**src/rtl/core/asdg_pkg.sv**
```systemverilog
// ----------------------------------------------------------------------------
// asdg_pkg
// Shared types, constants and the arctangent step table of the arc step
// delay generator.
// ----------------------------------------------------------------------------
`default_nettype none

package asdg_pkg;

  localparam int TIME_BITS = 32;
  localparam int DELAY_W   = TIME_BITS + 2;

  localparam logic [63:0] TIME_MAX  = (64'd1 << TIME_BITS) - 64'd1;
  localparam logic [31:0] PI_Q30    = 32'd3373259426;
  localparam logic [30:0] ONE_Q30   = 31'h4000_0000;
  localparam logic [60:0] ONE_Q60   = 61'h1000_0000_0000_0000;
  localparam logic signed [63:0] DELAY_MAX = 64'sd2147483647;
  localparam logic signed [63:0] DELAY_MIN = -64'sd2147483648;

  localparam logic [31:0] RADIUS_RST = 32'd1000000;
  localparam logic [19:0] STEP_RST   = 20'd1000;
  localparam logic [31:0] KTIME_RST  = 32'd1000000;

  typedef enum logic [1:0] {
    CMD_X    = 2'd0,
    CMD_Y    = 2'd1,
    CMD_ARM  = 2'd2,
    CMD_NONE = 2'd3
  } cmd_t;

  typedef enum logic [1:0] {
    REG_RADIUS = 2'd0,
    REG_STEP_X = 2'd1,
    REG_STEP_Y = 2'd2,
    REG_KTIME  = 2'd3
  } reg_idx_t;

  typedef enum logic [3:0] {
    ST_IDLE,
    ST_MULP,
    ST_SETUP,
    ST_DIV,
    ST_SQ,
    ST_SQGO,
    ST_SQRT,
    ST_CGO,
    ST_CORD,
    ST_TMUL,
    ST_TSAT,
    ST_DONE
  } state_t;

  // atan(2^-i) in q2.30, halving exactly past i = 10
  function automatic logic [30:0] atan_step(input logic [4:0] i);
    logic [30:0] a;
    unique case (i)
      5'd0:    a = 31'd843314857;
      5'd1:    a = 31'd497837829;
      5'd2:    a = 31'd263043837;
      5'd3:    a = 31'd133525159;
      5'd4:    a = 31'd67021687;
      5'd5:    a = 31'd33543516;
      5'd6:    a = 31'd16775851;
      5'd7:    a = 31'd8388437;
      5'd8:    a = 31'd4194283;
      5'd9:    a = 31'd2097149;
      5'd10:   a = 31'd1048576;
      default: a = 31'd1 << (5'd30 - i);
    endcase
    return a;
  endfunction

endpackage

`default_nettype wire

```
**src/rtl/core/asdg_div.sv**
```systemverilog
// ----------------------------------------------------------------------------
// asdg_div
// Restoring divider, one quotient bit per cycle: floor(num * 2^30 / den)
// for num <= den.
// ----------------------------------------------------------------------------
`default_nettype none

module asdg_div import asdg_pkg::*; (
  input  wire logic        clk,
  input  wire logic        rst_n,
  input  wire logic        start,
  input  wire logic [31:0] num,
  input  wire logic [31:0] den,
  output logic             done,
  output logic [30:0]      quo
);

  logic [32:0] rem_r;
  logic [31:0] den_r;
  logic [30:0] quo_r;
  logic [4:0]  cnt_r;
  logic        busy_r;
  logic        done_r;
  logic        ge;
  logic [32:0] diff;

  assign ge   = rem_r >= {1'b0, den_r};
  assign diff = rem_r - {1'b0, den_r};

  always_ff @(posedge clk) begin
    if (!rst_n) begin
      busy_r <= 1'b0;
      done_r <= 1'b0;
      cnt_r  <= '0;
    end else begin
      done_r <= 1'b0;
      if (start) begin
        busy_r <= 1'b1;
        cnt_r  <= '0;
      end else if (busy_r) begin
        cnt_r <= cnt_r + 5'd1;
        if (cnt_r == 5'd30) begin
          busy_r <= 1'b0;
          done_r <= 1'b1;
        end
      end
    end
  end

  always_ff @(posedge clk) begin
    if (start) begin
      rem_r <= {1'b0, num};
      den_r <= den;
    end else if (busy_r) begin
      // bring down the next zero bit of num * 2^30
      rem_r <= (ge ? diff : rem_r) << 1;
      quo_r <= {quo_r[29:0], ge};
    end
  end

  assign done = done_r;
  assign quo  = quo_r;

endmodule

`default_nettype wire

```
**config.mk**
```make
export PLATFORM = sky130hd
export DESIGN_NAME = asdg_div
export DESIGN_NICKNAME = d
export VERILOG_FILES = /design/src/rtl/core/asdg_pkg.sv /design/src/rtl/core/asdg_div.sv
export SDC_FILE = /design/constraint.sdc
export NUM_CORES = 1
export LEC_CHECK = 0
export ABC_AREA = 0
export BUFFER_PORTS_ARGS = -buffer_cell sky130_fd_sc_hd__buf_2
export CAP_MARGIN = 5
export CORE_MARGIN = 4
export CORE_UTILIZATION = 51
export DETAILED_ROUTE_END_ITERATION = 8
export PLACE_DENSITY = 0.87
export SLEW_MARGIN = 20
export SYNTH_ARGS = -nofsm -noshare
export SYNTH_HDL_FRONTEND = slang
export SYNTH_SLANG_ARGS = --single-unit
```
**constraint.sdc**
```tcl
create_clock -name clk -period 3 [get_ports clk]
set_clock_uncertainty 0.05 [all_clocks]
set_input_delay 0.15 -clock clk [delete_from_list [all_inputs] [get_ports clk]]
set_output_delay 0.15 -clock clk [all_outputs]
set_load 0.005 [all_outputs]
```
# == After elaboration in Yosys (flattened, before gate mapping) ==
# Cells that the tools add are included.
# op_classes
add_sub_neg,2
magnitude_cmp,1
eq_ne,1
n_mux,7
n_bitwise,3
n_reduce_logical,4
# op_table
operator,n
32-bit 2-to-1 mux,3
33-bit by 32-bit greater-or-equal comparator with 1-bit output,1
32-bit subtractor,1
"5-bit by 1-bit adder with 5-bit output, second input constant",1
"5-bit equality test, second input constant",1
1-bit 2-to-1 mux,4
1-bit NOT,3
3-bit OR reduction,1
2-bit AND reduction,1
2-bit nonzero test,1
2-bit OR reduction,1
# totals
regBits,103
input_bits,67
output_inout_bits,32

# == Depth between registers and ports, before layout ==
# depth
depth_word,4
mapped_depth,14

# == Worst setup path after synthesis ==
# No wires, ideal clock.
# synth_path
kind,register -> register
startpoint,reg rem_r[27]
endpoint,"reg rem_r[10], data pin"
setup_ps,260
arrival_ps,2981
required_time_ps,2690
path_slack_ps,-291
path_stages_with_launch,12
n_path_buf,1
period_less_slack_ps,3291
path_cell_list,edfxtp_1 > ha_1 > and3_2 > nand2_2 > or4_1 > or4_1 > o211ai_1 > o21ba_4 > clkinv_4 > buf_8 > mux2_1 > mux2_2
# synth_between
elab_chain_len,4
# synth_rtl
item,line_no,text
start: declaration,asdg_div.sv:18,logic [32:0] rem_r;
start signal: assignment,asdg_div.sv:52,"rem_r <= {1'b0, num};"
start signal: assignment,asdg_div.sv:56,rem_r <= (ge ? diff : rem_r) << 1;
33-bit by 32-bit greater-or-equal comparator with 1-bit output,asdg_div.sv:27,"assign ge = rem_r >= {1'b0, den_r};"
32-bit 2-to-1 mux,asdg_div.sv:56,
32-bit 2-to-1 mux,asdg_div.sv:54,end else if (busy_r) begin
32-bit 2-to-1 mux,asdg_div.sv:51,if (start) begin
# No other way between the ends. The select of a mux whose other input is x is not followed.
# A chain may end at the register's enable or synchronous reset.

# == Worst setup path after layout ==
# layout_path
startpoint,reg rem_r[26]
endpoint,"reg rem_r[10], data pin"
# The elaborated chain is that of the path after synthesis.

==> results.md <==
- Overall global routing resource usage: 22.4%
- Worst setup path class: flip-flop to flip-flop
- Setup TNS: -3.79 ns
- Max-cap violations: 0
- Synth top area cells: edfxtp_1, ha_1, a21oi_1, mux2_2, inv_1
- Number of iterations in the first detailed-routing pass: 5
- CTS buffer count: 9
- Die Span Y: 114 um
- Ant diodes: 0
- Commonest non-fill, non-tap cell in the layout: buf_2
- Hold Slack: 0.00972 ns
- Syn_nets: 597
- Clock Latency Late Sink: 0.40 ns
- Final setup violating endpoints: 27
- Top-area cell type share of the netlist area: 49.9%
- First-pass GRT wire length: 22.8 mm
- Register area share after synthesis: 52.7%
- Pin count of the biggest net entering global routing: 59
- TritonCTS clock tree: done
- Total gr overflow: 0
- CP Launch Type: flip-flop
- RSZ-0062 raised after global routing: true
- Crit path setup slack, layout: -0.220 ns
- Critical path fanouts, max: 8
- Drt wl/cell: 16.3 um
- Filler cell count in the final layout: 747
- Clk buf depth: 2
- Die width: 114 um
- Failing checks: setup timing
- Headroom to the max-slew limit: 41.6%
- Die area: 0.0130 sq mm
- Synth Warn #: 0
- Post-route DRC: 0
- Initial antenna violation count: 0
- Placer congestion estimate: 0.936
- Mapped Area: 0.00571 sq mm
- Vias per cell: 5.46
- HP Class: input port to flip-flop
- Post-synth ARST share: 0%
- Leakage: 0.00336 uW
- Clock input transition at the sequential cells of the worst setup and hold paths: 0.11 ns
- Worst-Margin Slew: 0.876 ns
- Share of layout cells above drive strength 1: 35.1%
- Port buffer count: 98
- Fin crit share: 107%
- F_max: 311 MHz
- Most frequent cells in the layout: buf_2, edfxtp_1, buf_4
- H-tree depth: 3
- Vias in the first global route: 4827
- Placed Cells: 778
- Layout Cells excl Fill: 861
- VDD IR max: 0.000569 V
- Biggest area consumer among synthesized cells: edfxtp_1
- Final Slew Violations: 0
- Mapped Avg Cell Area: 11.5 sq um
- Final nets: 818
- EDFF count, synth: 95
- Area growth, synth to finish: 37.6%
- # clock sinks: 103
- Root Buffer: clkbuf_8
- Antenna viol nets, final: 0
- Synthesized flop and latch total: 103
- Iter 0 DRT Violations: 356
- Total power: 6040 uW
- Power Density: 768 mW/mm^2
- Status: complete, but fails checks
- I/O pins: 99
- Core box area: 0.0109 sq mm
- Post-Route WL: 14.0 mm
- Worst Path Required: 3.11 ns
- Critical path arrival: 3.33 ns
- Worst setup EP type: flip-flop
- Fin crit period: 3.22 ns
- Most common flop cell mapped by yosys: edfxtp_1
- Final Hold Viols: 0
- Via count: 4705
- DP HPWL: 9.50 mm
- Number of core rows: 38
- Netlist cell types: 58
- Starting density of the core: 52.5%
- Post-Syn Instances: 495
repair_timing:
item                       in CTS  in global routing
pin swaps                       1                 10
setup buffers                   5                  7
hold buffers                   53                  0
gates cloned                    2                  0
hold endpoints to repair       53                  0
gates resized for setup        15                 30
setup endpoints to repair      26                 33
worst max-delay path: stages, from the launching register on:
cell and delay [ns]:
edfxtp_1 0.45, ha_4 0.30, and3_4 0.19, nand2_2 0.07, or4_4 0.49, or4_1 0.41, o211ai_1 0.11, o21ba_4 0.24
clkinv_8 0.10, mux2_4 0.30, mux2_4 0.27
through the flow:
| stage | area [sq um] | worst slack, ns | utilization, % |
|---|---|---|---|
| after floorplan | 5800 | -0.156 | - |
| after global placement | 6850 | -0.149 | 62.9 |
| after detailed placement | 6850 | -0.229 | 62.9 |
| after CTS | 7710 | -0.183 | 70.8 |
| after global routing | 7860 | -0.299 | 72.2 |
| final | 7860 | -0.220 | 72.2 |
area by class of cell:
type | instances | area, sq um | share of cell area (%)
tap | 140 | 175 | 2.23
timing repair buffer | 224 | 1630 | 20.7
clock buffer | 10 | 138 | 1.75
inverter | 47 | 189 | 2.40
clock inverter | 6 | 51.3 | 0.652
sequential | 103 | 3010 | 38.3
multi-input combinational | 330 | 2660 | 33.8
timing repair inverter | 1 | 11.3 | 0.143
power breakdown:
part	internal (uW)	leakage [uW]	total, uW	switching, uW
combinational	1690	0.00228	3220	1520
clock	336	0.0000939	861	525
sequential	1840	0.000988	1960	124
total	3870	0.00336	6040	2170
synth_stat cells, drive strengths merged, types with 10 or more instances:
cell,n
clkbuf,10
nor2b,10
ha,34
inv,46
mux2,21
a21o,15
nand3,10
xnor2,19
edfxtp,95
o21ai,22
a21oi,38
nor2,26
nand2,23
registers in the layout (all words and copies together), names as in the netlist:
signal,flops
busy_r,1
cnt_r,5
den_r,32
done,1
quo,31
rem_r,33
cells by family (layout without fill, tap and decap cells):
kind of cell | after synthesis | count (layout) | synth area share (%)
and+or+nand+nor | 119 | 119 | 11.2
adders and majority gates | 35 | 35 | 7.80
muxes | 26 | 26 | 5.01
xor gates and xnor gates | 28 | 28 | 4.29
AOI/OAI and AO/OA | 122 | 122 | 14.3
buffers and inverters | 62 | 288 | 4.64
DFF | 103 | 103 | 52.7
layer usage:
metal	up-vias	global-route usage [%]	wire length (um)
met5	-	0	0
met4	0	7.84	301
met3	27	5.41	859
met2	147	39.3	7240
met1	2245	26.9	5610
li1	2286	-	-
path summary, 6_finish.rpt:
path | from | cells past startpoint | to | slack (ns)
min reg2reg | quo[23] | 0 | quo[24] | 0.41
min | num[27] | 3 | rem_r[27] | 0.01
max reg2reg | rem_r[26] | 10 | rem_r[10] | -0.22
max | rem_r[26] | 10 | rem_r[10] | -0.22
No activity file was read; power rests on OpenSTA's default activity.
