$ cat src/rtl/core/asdg_pkg.sv
// ----------------------------------------------------------------------------
// asdg_pkg
// Shared types, constants and the arctangent step table of the arc step
// delay generator.
// ----------------------------------------------------------------------------
`default_nettype none

package asdg_pkg;

  localparam int TIME_BITS = 32;
  localparam int DELAY_W   = TIME_BITS + 2;

  localparam logic [63:0] TIME_MAX  = (64'd1 << TIME_BITS) - 64'd1;
  localparam logic [31:0] PI_Q30    = 32'd3373259426;
  localparam logic [30:0] ONE_Q30   = 31'h4000_0000;
  localparam logic [60:0] ONE_Q60   = 61'h1000_0000_0000_0000;
  localparam logic signed [63:0] DELAY_MAX = 64'sd2147483647;
  localparam logic signed [63:0] DELAY_MIN = -64'sd2147483648;

  localparam logic [31:0] RADIUS_RST = 32'd1000000;
  localparam logic [19:0] STEP_RST   = 20'd1000;
  localparam logic [31:0] KTIME_RST  = 32'd1000000;

  typedef enum logic [1:0] {
    CMD_X    = 2'd0,
    CMD_Y    = 2'd1,
    CMD_ARM  = 2'd2,
    CMD_NONE = 2'd3
  } cmd_t;

  typedef enum logic [1:0] {
    REG_RADIUS = 2'd0,
    REG_STEP_X = 2'd1,
    REG_STEP_Y = 2'd2,
    REG_KTIME  = 2'd3
  } reg_idx_t;

  typedef enum logic [3:0] {
    ST_IDLE,
    ST_MULP,
    ST_SETUP,
    ST_DIV,
    ST_SQ,
    ST_SQGO,
    ST_SQRT,
    ST_CGO,
    ST_CORD,
    ST_TMUL,
    ST_TSAT,
    ST_DONE
  } state_t;

  // atan(2^-i) in q2.30, halving exactly past i = 10
  function automatic logic [30:0] atan_step(input logic [4:0] i);
    logic [30:0] a;
    unique case (i)
      5'd0:    a = 31'd843314857;
      5'd1:    a = 31'd497837829;
      5'd2:    a = 31'd263043837;
      5'd3:    a = 31'd133525159;
      5'd4:    a = 31'd67021687;
      5'd5:    a = 31'd33543516;
      5'd6:    a = 31'd16775851;
      5'd7:    a = 31'd8388437;
      5'd8:    a = 31'd4194283;
      5'd9:    a = 31'd2097149;
      5'd10:   a = 31'd1048576;
      default: a = 31'd1 << (5'd30 - i);
    endcase
    return a;
  endfunction

endpackage

`default_nettype wire

$ cat src/rtl/core/asdg_sqrt.sv
// ----------------------------------------------------------------------------
// asdg_sqrt
// Bit-pair integer square root of a 61-bit value, one result bit per cycle.
// ----------------------------------------------------------------------------
`default_nettype none

module asdg_sqrt import asdg_pkg::*; (
  input  wire logic        clk,
  input  wire logic        rst_n,
  input  wire logic        start,
  input  wire logic [60:0] val,
  output logic             done,
  output logic [30:0]      root
);

  logic [60:0] v_r;
  logic [60:0] res_r;
  logic [60:0] bit_r;
  logic [4:0]  cnt_r;
  logic        busy_r;
  logic        done_r;
  logic [60:0] trial;
  logic        ge;

  assign trial = res_r + bit_r;
  assign ge    = v_r >= trial;

  always_ff @(posedge clk) begin
    if (!rst_n) begin
      busy_r <= 1'b0;
      done_r <= 1'b0;
      cnt_r  <= '0;
    end else begin
      done_r <= 1'b0;
      if (start) begin
        busy_r <= 1'b1;
        cnt_r  <= '0;
      end else if (busy_r) begin
        cnt_r <= cnt_r + 5'd1;
        if (cnt_r == 5'd30) begin
          busy_r <= 1'b0;
          done_r <= 1'b1;
        end
      end
    end
  end

  always_ff @(posedge clk) begin
    if (start) begin
      v_r   <= val;
      res_r <= '0;
      bit_r <= ONE_Q60;
    end else if (busy_r) begin
      v_r   <= ge ? v_r - trial : v_r;
      res_r <= ge ? (res_r >> 1) + bit_r : res_r >> 1;
      bit_r <= bit_r >> 2;
    end
  end

  assign done = done_r;
  assign root = res_r[30:0];

endmodule

`default_nettype wire

$ cat config.mk
export PLATFORM = sky130hd
export DESIGN_NAME = asdg_sqrt
export DESIGN_NICKNAME = d
export VERILOG_FILES = /design/src/rtl/core/asdg_pkg.sv /design/src/rtl/core/asdg_sqrt.sv
export SDC_FILE = /design/constraint.sdc
export NUM_CORES = 1
export LEC_CHECK = 0
export BUFFER_PORTS_ARGS = -buffer_cell sky130_fd_sc_hd__buf_2
export CORE_MARGIN = 3
export CORE_UTILIZATION = 62
export DETAILED_ROUTE_END_ITERATION = 8
export PLACE_DENSITY_LB_ADDON = 0.08
export SLEW_MARGIN = 20
export SYNTH_ARGS = -nofsm -noshare
export SYNTH_HDL_FRONTEND = slang
export SYNTH_SLANG_ARGS = --single-unit
$ cat constraint.sdc
create_clock -name clk -period 11.7 [get_ports clk]
set_clock_uncertainty 0.15 [all_clocks]
set_input_delay 0.585 -clock clk [delete_from_list [all_inputs] [get_ports clk]]
set_output_delay 0.585 -clock clk [all_outputs]
set_load 0.01 [all_outputs]
## Word-level counts from Yosys, hierarchy flattened

Index checks and enable logic that the tools add are counted.

- Register bits after elaboration: 160
- Input bits: 64
- Output and inout bits: 32
- Logic and storage cells: 27

- $add $sub $neg: 4
- Order comparisons: 1
- Eq/ne operators: 1
- Multiplexer cells: 8
- Bitwise gates (word level): 2
- Reductions and logical operators: 5

Operators with widths:

| cell | count |
|---|---|
| 2-to-1 mux 61 bit | 4 |
| adder 60 x 61 -> 61 bit | 1 |
| adder 61 bit | 1 |
| greater-or-equal comparator 61 bit | 1 |
| subtractor 61 bit | 1 |
| adder 5 x 1 -> 5 bit (second input constant) | 1 |
| equality test 5 bit (second input constant) | 1 |
| 2-to-1 mux 1 bit | 4 |
| nonzero test 2 bit | 2 |
| OR reduction 3 bit | 1 |
| NOT 1 bit | 2 |
| AND reduction 2 bit | 1 |
| OR reduction 2 bit | 1 |

## Depth between registers and ports, before layout

- Depth in word-level cells: 5
- Gate-level depth with buffers: 26
- Gate-level depth less buffers: 23

## Worst setup path before layout

No wires, ideal clock.

- Path type: register -> register
- From: register res_r[16]
- To: register v_r[0], enable pin
- Setup time: 0.564 ns
- Arrival: 8.934 ns
- Data required time: 10.986 ns
- Setup slack: 2.052 ns
- Cell stages (with the launch flop): 24
- Path buffers: 3
- Clock period less this slack: 9.648 ns
- Path through: dfxtp_1 ha_1 nand4_1 nor4_2 a211oi_2 o21bai_1 a21oi_1 o21ai_0 a21oi_1 nor4_1 a41oi_1 xor2_1 ha_1 clkbuf_1 and4_1 nand4_1 nor4_1 a41o_1 a31o_1 nor2_1 a21o_1 clkbuf_1 buf_2 o21ai_0

- Word-level cells in the longest chain between the ends: 4

Ends and longest elaborated chain:

| what | line | RTL |
|---|---|---|
| from (decl) | asdg_sqrt.sv:17 | `logic [60:0] res_r;` |
| from (signal assigned) | asdg_sqrt.sv:55 | `res_r <= ge ? (res_r >> 1) + bit_r : res_r >> 1;` |
| adder 61 bit | asdg_sqrt.sv:25 | `assign trial = res_r + bit_r;` |
| greater-or-equal comparator 61 bit | asdg_sqrt.sv:26 | `assign ge = v_r >= trial;` |
| nonzero test 2 bit (no source line) | n/a |  |
| AND reduction 2 bit (no source line) | n/a |  |
| to (signal assigned) | asdg_sqrt.sv:50 | `v_r <= val;` |
| to (signal assigned) | asdg_sqrt.sv:54 | `v_r <= ge ? v_r - trial : v_r;` |
| to (decl) | asdg_sqrt.sv:16 | `logic [60:0] v_r;` |

Every way passes these cells.
A chain may end at the register's enable or synchronous reset.

## Worst setup path after layout

- From: register res_r[16]
- To: register v_r[3], enable pin

The elaborated chain is that of the path after synthesis.

==> results.cfg <==
[global_route]
first_pass_grt_wire_length_mm = 68.94
first_global_vias = 13200
maximum_number_of_pins_on_one_net_before_global_route_repair = 77
antenna_found_initial = 0
globalRouteTotalUtil_pct = 33.02
global_route.overflow_total = 0

[final_layout]
most-common-layout-cells = 253 x sky130_fd_sc_hd__nand2_1, 178 x sky130_fd_sc_hd__nor2_1, 176 x sky130_fd_sc_hd__o21ai_0
finalInstanceArea_sq_mm = 0.01550
layout-area-overhead-vs-synth_pct = 5.942
nFillCells = 2034
layout_commonest_cell = sky130_fd_sc_hd__nand2_1
antenna_cells_inserted = 0
layout-drive-gt1-share_pct = 9.019
final_net_count = 2062

[power]
power.sequential.fraction_pct = 25.8
power.combinational.fraction_pct = 58.0
static-leakage-power_nw = 6.008
total_switching_power_mw = 1.637
share_of_total_power_consumed_by_net_switching_pct = 47.37
power.density_cell_area_mw_per_mm2 = 222.9
vdd_drop_max_mv = 0.2787
p_int_mw = 1.819
clkPwrFrac_pct = 16.2

[timing]
min_period_ns = 6.902
achievable-frequency_ghz = 0.1449
tightestPinTransition_ns = 0.9368
finalHoldViolCount = 0
rsz_0062_raised_after_global_routing = false
finalSetupViolCount = 0
timing.setup.tns_ns = 0
max_slew_margin_pct = 37.40
slew_viol_final = 0
share_of_the_cycle_needed_by_the_critical_path_after_routing_pct = 58.99

[place]
detailed_place_hpwl_mm = 32.32
gp_congestion = 1.020
portBuffers = 95
placed_area_sq_mm = 0.01494

[routing]
drc_errors = 0
drtPass1Iterations = 6
wire_per_inst_um = 19.61
route.detailed.vias_per_inst = 6.395
drtIter0Drc = 1083
final_antenna_net_count = 0
drt-total-wl_mm = 43.10
routed-via-count = 14060

[clocking]
cts_max_path_buffers = 2
htree_num_levels = 4
tritoncts = built
worst_skew_pair_latency_ns = 0.45
cts_root_buffer = sky130_fd_sc_hd__clkbuf_16
postCtsHoldBufs = 0
cts_post_setup_buffers_inserted = 0
cts.repair.resized = 0
cts-buffers-inserted = 17
clk_pin_slew_ns = 0.07
cts.sinks = 160

[worst_setup_path]
timing.critical_path.required_ns = 11.61
worstSetupPathType = flip-flop to flip-flop
cp_slowest_stage_delay_ns = 0.69
cp_data_arrival_time_ns = 6.82
setup.worst_path.start_class = flip-flop
critical_path_peak_fanout = 76
timing.critical_path.slowest_stage_cell = sky130_fd_sc_hd__buf_4
worstSetupEndpointType = flip-flop
critical_path.cell_chain = ha_1 -> nand4_1 -> nor4_2 -> a211oi_2 -> o21bai_1 -> a21oi_1 -> o21ai_0 -> a21oi_1 -> nor4_1 -> a41oi_1 -> xor2_1 -> ha_1 -> and4_1 -> nand4_1 -> nor4_1 -> a41o_1 -> a31o_1 -> nor2_1 -> a21o_2 -> buf_4 -> o21ai_4 -> buf_4

[floorplanning]
placement_rows = 55
die_area_sq_mm = 0.02548
fp.dieW_um = 159.6
placeable_core_area_sq_mm = 0.02292
die_h_um = 159.6
ioPinCount = 96
initial_utilization_pct = 63.87

[synth]
synthesis.nets = 2076
netlist_area_sq_mm = 0.01464
synthFlopType = sky130_fd_sc_hd__dfxtp_1
synth_async_sr_flop_share_pct = 0
edff_count_synth = 61
post_syn_area_per_cell_sq_um = 7.760
synth_cell_types = 76
yosys_warnings = 0
synth_sequential_area_ratio_pct = 26.06
yosys_register_bits = 160
netlist_instances = 1886

[status]
status = finished clean

[hold_path]
worstHoldPathType = input port to flip-flop

[job]
timing.max_cap.violations = 0
final cells by class:
cell class                 count  area (sq um)  share of cell area [%]
clock inverter                13         113.9                  0.7343
multi-input combinational   1558         10070                   64.97
inverter                      34         127.6                  0.8231
timing repair buffer         101         526.8                   3.397
tap                          313         391.6                   2.526
sequential                   160          3817                   24.62
clock buffer                  19         454.2                   2.929
registers in the layout, summed over array words and instances (netlist names):
| name | cells |
|---|---|
| busy_r | 1 |
| v_r | 61 |
| cnt_r | 5 |
| res_r | 61 |
| done | 1 |
| bit_r | 31 |
critical path, delay by kind of cell (launching register included):
| family | cells | cell delay [ns] |
|---|---|---|
| flip-flops | 1 | 0.40 |
| adder cells (fa/ha/maj) | 2 | 0.80 |
| XOR/XNOR | 1 | 0.18 |
| AND/OR/NAND/NOR | 7 | 1.77 |
| AO/OA/AOI/OAI | 10 | 2.15 |
| buffers and inverters | 2 | 1.02 |
path summary, 6_finish.rpt:
kind / startpoint / slack, ns / cells past startpoint / end
setup / recovery: res_r[16]$_SDFFE_PP0P_ / 4.80 / 22 / v_r[3]$_DFFE_PP_
setup reg to reg: res_r[16]$_SDFFE_PP0P_ / 4.80 / 22 / v_r[3]$_DFFE_PP_
hold reg to reg: res_r[0]$_SDFFE_PP0P_ / 0.37 / 2 / res_r[0]$_SDFFE_PP0P_
hold / removal: rst_n / 0.22 / 2 / busy_r$_SDFF_PN0_
metal layers:
metal / global-route usage (%) / routed length [um] / up-vias
met5: 0 / 0 / -
met4: 13.89 / 1774 / 0
met3: 5.006 / 2326 / 104
met2: 57.21 / 20840 / 504
met1: 40.98 / 18160 / 6626
li1: - / - / 6823
logic make-up (layout without fill, tap and decap cells):
group	after synthesis	count (layout)	share of synthesized area [%]
AO/OA/AOI/OAI	598	598	26.00
adder cells (fa/ha/maj)	126	126	10.82
buffers and inverters	168	167	5.275
XOR/XNOR	158	158	9.455
multiplexers	40	40	2.761
flip-flops	160	160	26.06
AND/OR/NAND/NOR	636	636	19.63
synth_stat cells (7+ instances only):
master	instances	area, sq um
sky130_fd_sc_hd__a211oi_1	18	135.1
sky130_fd_sc_hd__a21boi_0	10	75.07
sky130_fd_sc_hd__a21o_1	52	390.4
sky130_fd_sc_hd__a21oi_1	132	660.6
sky130_fd_sc_hd__a311oi_1	10	87.58
sky130_fd_sc_hd__a31o_2	11	96.34
sky130_fd_sc_hd__a31oi_1	49	306.5
sky130_fd_sc_hd__and2_1	14	87.58
sky130_fd_sc_hd__and3_1	8	50.05
sky130_fd_sc_hd__and4_1	7	61.31
sky130_fd_sc_hd__buf_2	11	55.05
sky130_fd_sc_hd__buf_4	31	232.7
sky130_fd_sc_hd__clkbuf_1	83	311.6
sky130_fd_sc_hd__dfxtp_1	99	1982
sky130_fd_sc_hd__edfxtp_1	61	1832
sky130_fd_sc_hd__ha_1	125	1564
sky130_fd_sc_hd__inv_1	33	123.9
sky130_fd_sc_hd__mux2i_1	37	370.4
sky130_fd_sc_hd__nand2_1	253	949.7
sky130_fd_sc_hd__nand2b_1	14	87.58
sky130_fd_sc_hd__nand3_1	36	180.2
sky130_fd_sc_hd__nand4_1	45	281.5
sky130_fd_sc_hd__nor2_1	179	671.9
sky130_fd_sc_hd__nor2b_1	17	106.4
sky130_fd_sc_hd__nor3_1	21	105.1
sky130_fd_sc_hd__nor4_1	13	81.33
sky130_fd_sc_hd__o211ai_1	22	165.2
sky130_fd_sc_hd__o21a_1	19	142.6
sky130_fd_sc_hd__o21ai_0	177	885.9
sky130_fd_sc_hd__o21bai_1	23	172.7
sky130_fd_sc_hd__o311a_1	10	100.1
sky130_fd_sc_hd__o31ai_1	10	75.07
sky130_fd_sc_hd__or2_2	8	50.05
sky130_fd_sc_hd__or3_1	9	56.30
sky130_fd_sc_hd__xnor2_1	78	683.2
sky130_fd_sc_hd__xor2_1	80	700.7
metrics by stage:
step / utilization, % / total power [mW] / instances / setup slack, ns / hold slack, ns
floorplan: - / 2.401 / 1886 / 2.052 / 0.3153
global placement: 65.18 / 2.837 / 2166 / 5.133 / 0.3447
detailed placement: 65.18 / 2.858 / 2166 / 4.938 / 0.3485
CTS: 67.66 / 3.427 / 2198 / 4.842 / 0.2177
global route: 67.66 / 3.694 / 2198 / 4.263 / 0.2438
finish: 67.66 / 3.456 / 2198 / 4.798 / 0.2232
power groups by stage:
stage          logic [mW]  clock network (mW)  registers [mW]
2_1_floorplan        1.56                   0           0.845
3_3_place_gp         1.94                   0           0.896
3_5_place_dp         1.96                   0           0.898
4_1_cts              1.98               0.563           0.889
5_1_grt              2.20               0.586           0.907
6_report             2.00               0.560           0.892
(Power assumes the default switching activity.)
