## src/rtl/core/asdg_pkg.sv

```systemverilog
// ----------------------------------------------------------------------------
// asdg_pkg
// Shared types, constants and the arctangent step table of the arc step
// delay generator.
// ----------------------------------------------------------------------------
`default_nettype none

package asdg_pkg;

  localparam int TIME_BITS = 32;
  localparam int DELAY_W   = TIME_BITS + 2;

  localparam logic [63:0] TIME_MAX  = (64'd1 << TIME_BITS) - 64'd1;
  localparam logic [31:0] PI_Q30    = 32'd3373259426;
  localparam logic [30:0] ONE_Q30   = 31'h4000_0000;
  localparam logic [60:0] ONE_Q60   = 61'h1000_0000_0000_0000;
  localparam logic signed [63:0] DELAY_MAX = 64'sd2147483647;
  localparam logic signed [63:0] DELAY_MIN = -64'sd2147483648;

  localparam logic [31:0] RADIUS_RST = 32'd1000000;
  localparam logic [19:0] STEP_RST   = 20'd1000;
  localparam logic [31:0] KTIME_RST  = 32'd1000000;

  typedef enum logic [1:0] {
    CMD_X    = 2'd0,
    CMD_Y    = 2'd1,
    CMD_ARM  = 2'd2,
    CMD_NONE = 2'd3
  } cmd_t;

  typedef enum logic [1:0] {
    REG_RADIUS = 2'd0,
    REG_STEP_X = 2'd1,
    REG_STEP_Y = 2'd2,
    REG_KTIME  = 2'd3
  } reg_idx_t;

  typedef enum logic [3:0] {
    ST_IDLE,
    ST_MULP,
    ST_SETUP,
    ST_DIV,
    ST_SQ,
    ST_SQGO,
    ST_SQRT,
    ST_CGO,
    ST_CORD,
    ST_TMUL,
    ST_TSAT,
    ST_DONE
  } state_t;

  // atan(2^-i) in q2.30, halving exactly past i = 10
  function automatic logic [30:0] atan_step(input logic [4:0] i);
    logic [30:0] a;
    unique case (i)
      5'd0:    a = 31'd843314857;
      5'd1:    a = 31'd497837829;
      5'd2:    a = 31'd263043837;
      5'd3:    a = 31'd133525159;
      5'd4:    a = 31'd67021687;
      5'd5:    a = 31'd33543516;
      5'd6:    a = 31'd16775851;
      5'd7:    a = 31'd8388437;
      5'd8:    a = 31'd4194283;
      5'd9:    a = 31'd2097149;
      5'd10:   a = 31'd1048576;
      default: a = 31'd1 << (5'd30 - i);
    endcase
    return a;
  endfunction

endpackage

`default_nettype wire

```

## src/rtl/core/asdg_cordic.sv

```systemverilog
// ----------------------------------------------------------------------------
// asdg_cordic
// Vectoring cordic, 31 iterations, one per cycle: atan2(y0, x0) in q2.30
// radians for non-negative inputs, negative angles end as zero.
// ----------------------------------------------------------------------------
`default_nettype none

module asdg_cordic import asdg_pkg::*; (
  input  wire logic        clk,
  input  wire logic        rst_n,
  input  wire logic        start,
  input  wire logic [30:0] x0,
  input  wire logic [30:0] y0,
  output logic             done,
  output logic [31:0]      angle
);

  logic signed [33:0] xv_r;
  logic signed [33:0] yv_r;
  logic signed [33:0] z_r;
  logic [4:0]         cnt_r;
  logic               busy_r;
  logic               done_r;
  logic signed [33:0] xs;
  logic signed [33:0] ys;
  logic signed [33:0] a;

  assign xs = xv_r >>> cnt_r;
  assign ys = yv_r >>> cnt_r;
  assign a  = signed'({3'b000, atan_step(cnt_r)});

  always_ff @(posedge clk) begin
    if (!rst_n) begin
      busy_r <= 1'b0;
      done_r <= 1'b0;
      cnt_r  <= '0;
    end else begin
      done_r <= 1'b0;
      if (start) begin
        busy_r <= 1'b1;
        cnt_r  <= '0;
      end else if (busy_r) begin
        cnt_r <= cnt_r + 5'd1;
        if (cnt_r == 5'd30) begin
          busy_r <= 1'b0;
          done_r <= 1'b1;
        end
      end
    end
  end

  always_ff @(posedge clk) begin
    if (start) begin
      xv_r <= signed'({3'b000, x0});
      yv_r <= signed'({3'b000, y0});
      z_r  <= '0;
    end else if (busy_r) begin
      if (!yv_r[33]) begin
        xv_r <= xv_r + ys;
        yv_r <= yv_r - xs;
        z_r  <= z_r + a;
      end else begin
        xv_r <= xv_r - ys;
        yv_r <= yv_r + xs;
        z_r  <= z_r - a;
      end
    end
  end

  assign done  = done_r;
  assign angle = z_r[33] ? 32'd0 : z_r[31:0];

endmodule

`default_nettype wire

```

## config.mk

```make
export PLATFORM = sky130hd
export DESIGN_NAME = asdg_cordic
export DESIGN_NICKNAME = d
export VERILOG_FILES = /design/src/rtl/core/asdg_pkg.sv /design/src/rtl/core/asdg_cordic.sv
export SDC_FILE = /design/constraint.sdc
export NUM_CORES = 1
export LEC_CHECK = 0
export ABC_AREA = 1
export BUFFER_PORTS_ARGS = -buffer_cell sky130_fd_sc_hd__buf_2
export CAP_MARGIN = 30
export CELL_PAD_IN_SITES_DETAIL_PLACEMENT = 1
export CELL_PAD_IN_SITES_GLOBAL_PLACEMENT = 2
export CORE_UTILIZATION = 35
export CTS_CLUSTER_SIZE = 25
export DETAILED_ROUTE_END_ITERATION = 8
export GPL_TIMING_DRIVEN = 0
export PLACE_DENSITY = 0.87
export SETUP_SLACK_MARGIN = 0.05
export SLEW_MARGIN = 20
export SYNTH_ARGS = -nofsm -noshare
export SYNTH_HDL_FRONTEND = slang
export SYNTH_SLANG_ARGS = --single-unit
```

## constraint.sdc

```tcl
create_clock -name clk -period 8.8 [get_ports clk]
set_clock_uncertainty 0.2 [all_clocks]
set_input_delay 0.88 -clock clk [delete_from_list [all_inputs] [get_ports clk]]
set_output_delay 0.88 -clock clk [all_outputs]
set_load 0.02 [all_outputs]
```

======== Yosys cells after proc, flatten, opt, wreduce, memory -nomap -nowiden ========
Cells that the tools add are included.
storage, ports and cells
  register bits ........................... 109
  input bits .............................. 65
  output and inout port bits .............. 33
  word-level logic and storage cells ...... 49
operators by class
  add/sub/neg operators ................... 8
  equality and inequality tests ........... 11
  shifts and indexed selects .............. 3
  mux-type cells .......................... 13
  bitwise operators ....................... 2
  reductions and logical operators ........ 4
operator list
  operator                                              count
  case mux 31 bit (11 select lines)                     1
  2-to-1 mux 31 bit                                     4
  2-to-1 mux 34 bit                                     3
  adder 34 bit                                          2
  >>> shifter 34 x 5 -> 34 bit                          2
  subtractor 34 bit                                     2
  adder 34 x 32 -> 34 bit                               1
  subtractor 34 x 32 -> 34 bit                          1
  2-to-1 mux 32 bit                                     1
  left shift 1 x 5 -> 31 bit (first input constant)     1
  equality test 5 x 3 -> 1 bit (second input constant)  4
  equality test 5 x 4 -> 1 bit (second input constant)  3
  equality test 5 x 2 -> 1 bit (second input constant)  2
  adder 5 x 1 -> 5 bit (second input constant)          1
  equality test 5 x 1 -> 1 bit (second input constant)  1
  equality test 5 bit (second input constant)           1
  zero test 5 bit                                       1
  subtractor 5 bit (first input constant)               1
  2-to-1 mux 1 bit                                      4
  OR reduction 3 bit                                    1
  NOT 1 bit                                             2
  nonzero test 2 bit                                    1
  OR reduction 2 bit                                    1

======== Depth between registers and ports, before layout ========
Gate-level depths: netlist of run 1.
  word-level depth ........................ 5
  gate-level depth with buffers ........... 38
  depth with buffers taken out ............ 35

======== Worst setup path before layout of run 1 ========
OpenSTA, ideal clock, no wires.
  path type ............................... register to register
  start ................................... register cnt_r[0]
  end ..................................... register z_r[29]
  library setup time ...................... 115 ps
  arrival time ............................ 4,340 ps
  required time ........................... 8,485 ps
  slack ................................... 4,145 ps
  stages on the path, launching flop included .. 31
  buffers on the path ..................... 3
  period minus slack after synthesis ...... 4,655 ps
  path through ............................ dfxtp_1 -> buf_4 -> inv_4 -> buf_6 -> buf_4 -> ha_1 -> inv_1 -> nor2_1 -> nand2_1 -> nand2_1 -> nor2_1 -> o211ai_1 -> inv_1 -> ha_1 -> and2_2 -> nand3_2 -> nor2_4 -> nand2_2 -> nor2_4 -> a21oi_1 -> xor2_1 -> ha_1 -> nand2_1 -> nor2_1 -> nand2_1 -> o21ai_0 -> a21oi_1 -> o21ai_0 -> xor2_1 -> o21ai_0 -> inv_1
between the ends
  longest elaborated chain between the ends .. 5
  elaborated cells on any way between the ends .. 17
  those cells by class .................... add/sub: 3; eq/ne: 10; shift: 1; mux: 2; reduce/logical: 1
ends and longest elaborated chain
  what                                                                            line                                  RTL
  start, declared                                                                 asdg_cordic.sv:21                     logic [4:0] cnt_r;
  start signal, assigned                                                          asdg_cordic.sv:43                     cnt_r <= cnt_r + 5'd1;
  subtractor 5 bit                                                                asdg_pkg.sv:68                        default: a = 31'd1 << (5'd30 - i);
  left shift 1 x 5 -> 31 bit                                                      asdg_pkg.sv:68
  case mux 31 bit (11 select lines) (*)                                           asdg_pkg.sv:56                        unique case (i)
  adder 34 x 32 -> 34 bit / subtractor 34 x 32 -> 34 bit (equally long branches)  asdg_cordic.sv:61, asdg_cordic.sv:65
  2-to-1 mux 34 bit (*)                                                           asdg_cordic.sv:58                     if (!yv_r[33]) begin
  end signal, assigned                                                            asdg_cordic.sv:61                     z_r <= z_r + a;
  end signal, assigned                                                            asdg_cordic.sv:65                     z_r <= z_r - a;
  end, declared                                                                   asdg_cordic.sv:20                     logic signed [33:0] z_r;
Every way passes the cells marked *; elsewhere a longest branch is shown, timed or not.
A chain may end at the register's enable or synchronous reset.

======== Worst setup path after layout of run 1 ========
  start ................................... register cnt_r[1]
  end ..................................... register z_r[29]
Same word-level chain as after synthesis.

==> results of run 1 <==
-- Yosys cell counts (all sizes together) (7+ instances only) --
master	n
nand4	38
a21oi	190
xor2	67
or2	40
a21o	11
edfxtp	62
ha	108
dfxtp	47
nor3	31
o21a	13
nand3b	11
o21ai	169
a31oi	16
nor4	10
a21boi	7
inv	298
o21bai	13
nor2	310
o211ai	13
xnor2	36
clkbuf	49
nand2	914
buf	69
nand3	473
-- worst max-delay path, delay by kind of cell, from the launching register on --
kind	cells	cell delay, ns
DFF	1	0.36
and+or+nand+nor	12	1.83
buffers and inverters	7	0.96
AOI/OAI and AO/OA	6	1.93
adders and majority gates	3	0.73
xor gates and xnor gates	2	0.50
-- sequential cells by signal, indices dropped and copies added, names as in the netlist --
register  cells
busy_r        1
cnt_r         5
done          1
xv_r         34
yv_r         34
z_r          34
-- path summary, 6_finish.rpt --
| kind | startpoint | end | cells past startpoint |
|---|---|---|---|
| max | cnt_r[1]$_SDFFE_PP0P_ | z_r[29]$_SDFFE_PP0P_ | 30 |
| min | z_r[3]$_SDFFE_PP0P_ | z_r[3]$_SDFFE_PP0P_ | 2 |
| max reg2reg | cnt_r[1]$_SDFFE_PP0P_ | z_r[29]$_SDFFE_PP0P_ | 30 |
| min reg2reg | z_r[3]$_SDFFE_PP0P_ | z_r[3]$_SDFFE_PP0P_ | 2 |
-- per-layer routing --
layer	share of wire [%]	global-route usage, %	vias up
met5	0	0	-
met4	4.7	17.4	0
met3	6.3	5.97	185
met2	45	61.2	764
met1	44	48.0	10831
li1	-	-	10324
-- layout make-up --
cell class	instances	area, sq um	area share [%]
multi-input cells	2504	13000	67.3
flip-flops and latches	109	2800	14.5
inverters	301	1150	5.94
well taps	664	831	4.29
repair buffers	108	654	3.38
plain buffers	118	596	3.08
clock buffers	11	253	1.31
clock inverters	5	50.0	0.259
-- kinds of logic after synthesis --
group	Yosys count	synth area share, %
compound gates	459	14.8
xor+xnor	103	5.14
fa+ha+maj	111	8.04
buf+inv	419	9.87
flops	109	16.0
simple gates	1831	46.2
-- power groups by stage --
stage / logic (mW) / registers (mW) / clock network [mW]
after floorplan: 3.97 / 0.912 / 0
after global placement: 5.45 / 1.14 / 0
after detailed placement: 5.63 / 1.13 / 0
after CTS: 5.66 / 1.13 / 0.474
after global routing: 6.38 / 1.15 / 0.484
final: 5.79 / 1.15 / 0.464
-- stage by stage --
stage	setup WS, ns	utilization (%)	instances
2_1_floorplan	4.15	-	3032
3_3_place_gp	2.41	38.4	3793
3_5_place_dp	2.42	38.7	3803
4_1_cts	2.38	39.4	3819
5_1_grt	1.94	39.4	3820
6_report	2.15	39.4	3820
==> impl_metrics.py, run 1 <==
metrics = {
    "status": {
        "status": "finished, final reports clean",
    },
    "timing": {
        "fmax_mhz": 150,
        "hold_ws_ns": 0.315,
        "setup_tns_ns": 0,
        "slew_viol_final": 0,
        "worst_slew_pin_slew_ns": 1.02,
        "hold_viol_final": 0,
        "finalCriticalPeriod_ns": 6.65,
        "finalSetupViolations": 0,
        "relSlewSlack_pct": 31.7,
        "rsz0062_at_grt": "no",
        "fin_crit_sh_pct": 75.6,
    },
    "clock_network": {
        "clockBufferDepth": 2,
        "clock_latency_ns": 0.41,
        "cts_inserted_buffers": 9,
        "htreeDepth": 3,
        "cts_resized": 0,
        "cts-root-buf": "clkbuf_16",
        "clk_pin_slew_worst_paths_ns": 0.09,
        "cts_hold_buf": 0,
        "cts_setup_buffers": 0,
        "cts_tree": "done",
        "clock_sinks": 109,
    },
    "power": {
        "intPower_mw": 2.88,
        "power_mw": 7.40,
        "combinationalPowerShare_pct": 78.2,
        "seqPwrFrac_pct": 15.5,
        "vdd.ir_drop.worst_mv": 0.218,
        "p_switching_mw": 4.52,
        "leakage_nw": 9.74,
        "swShare_pct": 61.1,
        "cellPowerDensity_mw_per_mm2": 382,
        "power_frac_clock_pct": 6.3,
    },
    "critical_path": {
        "path_max_fanout": 11,
        "cp_common_cell": "nand2_1",
        "cp-end-kind": "flop",
        "startpoint_type": "flop",
        "reg2reg_slack_ns": 2.15,
        "critPathSlowestCell": "o21ai_0",
        "crit_type": "flop to flop",
        "required_ns": 8.91,
        "max_stage_delay_ns": 0.62,
        "cp_data_arrival_time_ns": 6.76,
    },
    "floorplanning": {
        "rows": 81,
        "io_pins": 98,
        "die_area_sq_mm": 0.0510,
        "start_util_pct": 35.7,
        "coreArea_sq_mm": 0.0492,
        "fp.dieH_um": 226,
        "die_w_um": 226,
    },
    "yosys": {
        "netlist_area_sq_mm": 0.0175,
        "yosysTopAreaCell": "nand2_1",
        "avgSynthCellArea_sq_um": 5.79,
        "synth_cell_types": 62,
        "synth_edf_count": 62,
        "synth_nets": 3208,
        "synth_area_leaders": "nand2_1, nand3_1, edfxtp_1",
        "ys_ff_latch": 109,
        "syn_inst": 3032,
        "yosysSeqAreaShare_pct": 16.0,
        "synth_warnings": 0,
        "yosysTopAreaCellShare_pct": 19.2,
        "async_reset_ff_share_pct": 0,
        "synth_flop_cell": "edfxtp_1",
    },
    "detailed_routing": {
        "drt_iter0_markers": 1662,
        "viasPerCell": 5.79,
        "first_pass_iters": 6,
        "wirelength_um": 95700,
        "vias": 22104,
        "ant_nets": 0,
        "wl_per_cell_um": 25.1,
        "drc": 0,
    },
    "placement": {
        "gp_congestion": 1.01,
        "portBuffers": 97,
        "place_hpwl_um": 79800,
        "placed_area_sq_mm": 0.0190,
    },
    "flow_run": {
        "drv_cap": 0,
    },
    "finish": {
        "num-fill-cells": 6857,
        "mostFrequentLayoutCells": "nand2_1, nand3_1, inv_1, nor2_1, a21oi_1",
        "area_growth_pct": 10.3,
        "drive_gt1_share_pct": 10.1,
        "nNetsFinal": 3327,
        "stdcell_area_sq_mm": 0.0194,
        "final_common_cell": "nand2_1",
        "insertedDiodeCount": 0,
    },
    "grt": {
        "track_usage_pct": 37.4,
        "antenna_found_initial": 1,
        "grt_pass1_vias": 22240,
        "grt_first_pass_wirelength_um": 140000,
        "grt_max_degree": 39,
        "gr-total-overflow": 0,
    },
    "hold_path": {
        "hold_path_class": "flop to flop",
    },
}
(Power assumes the default switching activity.)
==> inputs of run 2 (changes only) <==
--- a/config.mk
+++ b/config.mk
@@ -10,11 +10,11 @@
 export CAP_MARGIN = 30
 export CELL_PAD_IN_SITES_DETAIL_PLACEMENT = 1
 export CELL_PAD_IN_SITES_GLOBAL_PLACEMENT = 2
-export CORE_UTILIZATION = 35
+export CORE_UTILIZATION = 34
 export CTS_CLUSTER_SIZE = 25
 export DETAILED_ROUTE_END_ITERATION = 8
 export GPL_TIMING_DRIVEN = 0
-export PLACE_DENSITY = 0.87
+export PLACE_DENSITY = 0.84
 export SETUP_SLACK_MARGIN = 0.05
 export SLEW_MARGIN = 20
 export SYNTH_ARGS = -nofsm -noshare
==> constraint.sdc (replaced) <==
create_clock -name clk -period 6.5 [get_ports clk]
set_clock_uncertainty 0.2 [all_clocks]
set_input_delay 0.65 -clock clk [delete_from_list [all_inputs] [get_ports clk]]
set_output_delay 0.65 -clock clk [all_outputs]
set_load 0.02 [all_outputs]
==> run 2 against run 1 <==
Net effect: largest cell class unchanged; clock power increased by 46%; worst hold slack got worse by 0.042 ns; critical path depth decreased by 1.
==> impl_metrics.py, run 2 (synthesis results as in run 1) <==
metrics = {
    "critical_path": {
        "rr_worst_depth": 29,
        "cp_common_cell": "nand2_1",
        "r2r-end": "xv_r[25]$_DFFE_PP_",
        "startpoint_type": "flop",
        "cp-end-kind": "flop",
        "required_ns": 6.49,
        "critPathSlowestCell": "clkbuf_1",
        "path_max_fanout": 10,
        "crit_type": "flop to flop",
        "r2r-start": "cnt_r[0]$_SDFFE_PP0P_",
        "reg2reg_slack_ns": 0.44,
        "cp_data_arrival_time_ns": 6.05,
        "max_stage_delay_ns": 0.67,
    },
    "clock_network": {
        "clock_latency_ns": 0.43,
        "cts_tree": "done",
        "cts-root-buf": "clkbuf_16",
        "clock_sinks": 109,
        "htreeDepth": 3,
        "clk_pin_slew_worst_paths_ns": 0.10,
        "clockBufferDepth": 2,
        "cts_setup_buffers": 0,
        "cts_inserted_buffers": 9,
    },
    "hold_path": {
        "min-delay-start": "rst_n",
        "hold_end": "busy_r$_SDFF_PN0_",
        "hold_path_class": "input pin to flop",
        "worstHoldPathCells": 3,
    },
    "timing": {
        "relSlewSlack_pct": 28.9,
        "setup_tns_ns": 0,
        "worst_slack_ns": 0.442,
        "rsz0062_at_grt": "no",
        "worst_slew_pin_slew_ns": 1.07,
        "finalSetupViolations": 0,
        "slew_viol_final": 0,
        "hold_viol_final": 0,
        "hold_ws_ns": 0.273,
        "fmax_mhz": 165,
        "fin_crit_sh_pct": 93.2,
        "finalCriticalPeriod_ns": 6.06,
    },
    "power": {
        "leakage_nw": 9.71,
        "cellPowerDensity_mw_per_mm2": 516,
        "vdd.ir_drop.worst_mv": 0.245,
    },
    "floorplanning": {
        "io_pins": 98,
        "rows": 82,
        "start_util_pct": 34.7,
        "die_area_sq_mm": 0.0525,
        "coreArea_sq_mm": 0.0506,
        "fp.dieH_um": 229,
        "die_w_um": 229,
    },
    "status": {
        "status": "finished, final reports clean",
    },
    "finish": {
        "num-fill-cells": 6990,
        "stdcell_area_sq_mm": 0.0193,
        "insertedDiodeCount": 0,
        "drive_gt1_share_pct": 10.1,
        "nNetsFinal": 3323,
        "area_growth_pct": 10.0,
        "final_util_pct": 38.2,
        "mostFrequentLayoutCells": "nand2_1, nand3_1, inv_1, nor2_1, a21oi_1",
        "reg_top3": "xv_r x34, yv_r x34, z_r x34",
        "final_common_cell": "nand2_1",
    },
    "detailed_routing": {
        "vias": 21752,
        "viasPerCell": 5.69,
        "wl_per_cell_um": 24.2,
        "wirelength_um": 92500,
        "drt_iter0_markers": 1797,
        "ant_nets": 0,
        "drc": 0,
        "first_pass_iters": 5,
    },
    "placement": {
        "place_hpwl_um": 76300,
        "placed_area_sq_mm": 0.0190,
        "pre_cts_slack_ns": 0.191,
        "portBuffers": 97,
        "gp_congestion": 1.10,
    },
    "grt": {
        "gr-total-overflow": 0,
        "grt_max_degree": 39,
        "grt_first_pass_wirelength_um": 137000,
        "antenna_found_initial": 3,
        "track_usage_pct": 34.9,
        "grt_pass1_vias": 21952,
    },
    "flow_run": {
        "drv_cap": 0,
    },
}
[run 2: worst max-delay path by stage]
stage                               start                   end  slack (ns)  cells after the start
floorplan           cnt_r[0]$_SDFFE_PP0P_  z_r[29]$_SDFFE_PP0P_        1.85                     30
global placement    cnt_r[0]$_SDFFE_PP0P_  z_r[29]$_SDFFE_PP0P_        0.18                     30
detailed placement  cnt_r[0]$_SDFFE_PP0P_  z_r[29]$_SDFFE_PP0P_        0.19                     30
CTS                 cnt_r[0]$_SDFFE_PP0P_  z_r[29]$_SDFFE_PP0P_        0.14                     30
global route        cnt_r[0]$_SDFFE_PP0P_    xv_r[25]$_DFFE_PP_        0.08                     29
finish              cnt_r[0]$_SDFFE_PP0P_    xv_r[25]$_DFFE_PP_        0.44                     29
[run 2: metal layers]
metal | vias to the layer above | part of all wire [%] | track usage, %
met4 | 5 | 5.2 | 17.6
met2 | 736 | 44 | 55.9
met3 | 169 | 6.4 | 5.20
met1 | 10531 | 44 | 45.4
li1 | 10311 | - | -
met5 | - | 0.038 | 0
[run 2: timing repair]
item / CTS / global route
hold buffers: 0 / 0
endpoints found under the setup margin: 0 / 8
gates resized for setup: 0 / 4
[run 2: power breakdown]
group          internal [mW]  switching, mW
registers               1.09          0.423
clock network          0.309          0.367
logic                   2.51           5.27
[run 2: through the flow]
stage	std cells	total power [mW]
finish	3824	9.96
floorplan	3032	6.61
CTS	3823	9.80
global route	3824	10.8
global placement	3801	8.86
detailed placement	3807	9.08
[run 2: final cells by class]
type,instances,area [sq um],share of cell area (%)
tap,672,841,4.35
sequential,109,2800,14.5
clock buffer,9,225,1.17
clock inverter,7,88.8,0.460
inverter,301,1150,5.95
timing repair buffer,104,581,3.01
buffer,118,596,3.08
multi-input combinational,2504,13000,67.5
[run 2: critical path: cells and delay by family, from the launching register on]
family	cells	cell delay, ns
compound gates	6	1.28
xor+xnor	1	0.35
fa+ha+maj	2	0.56
buf+inv	4	1.01
flops	1	0.35
simple gates	16	2.07
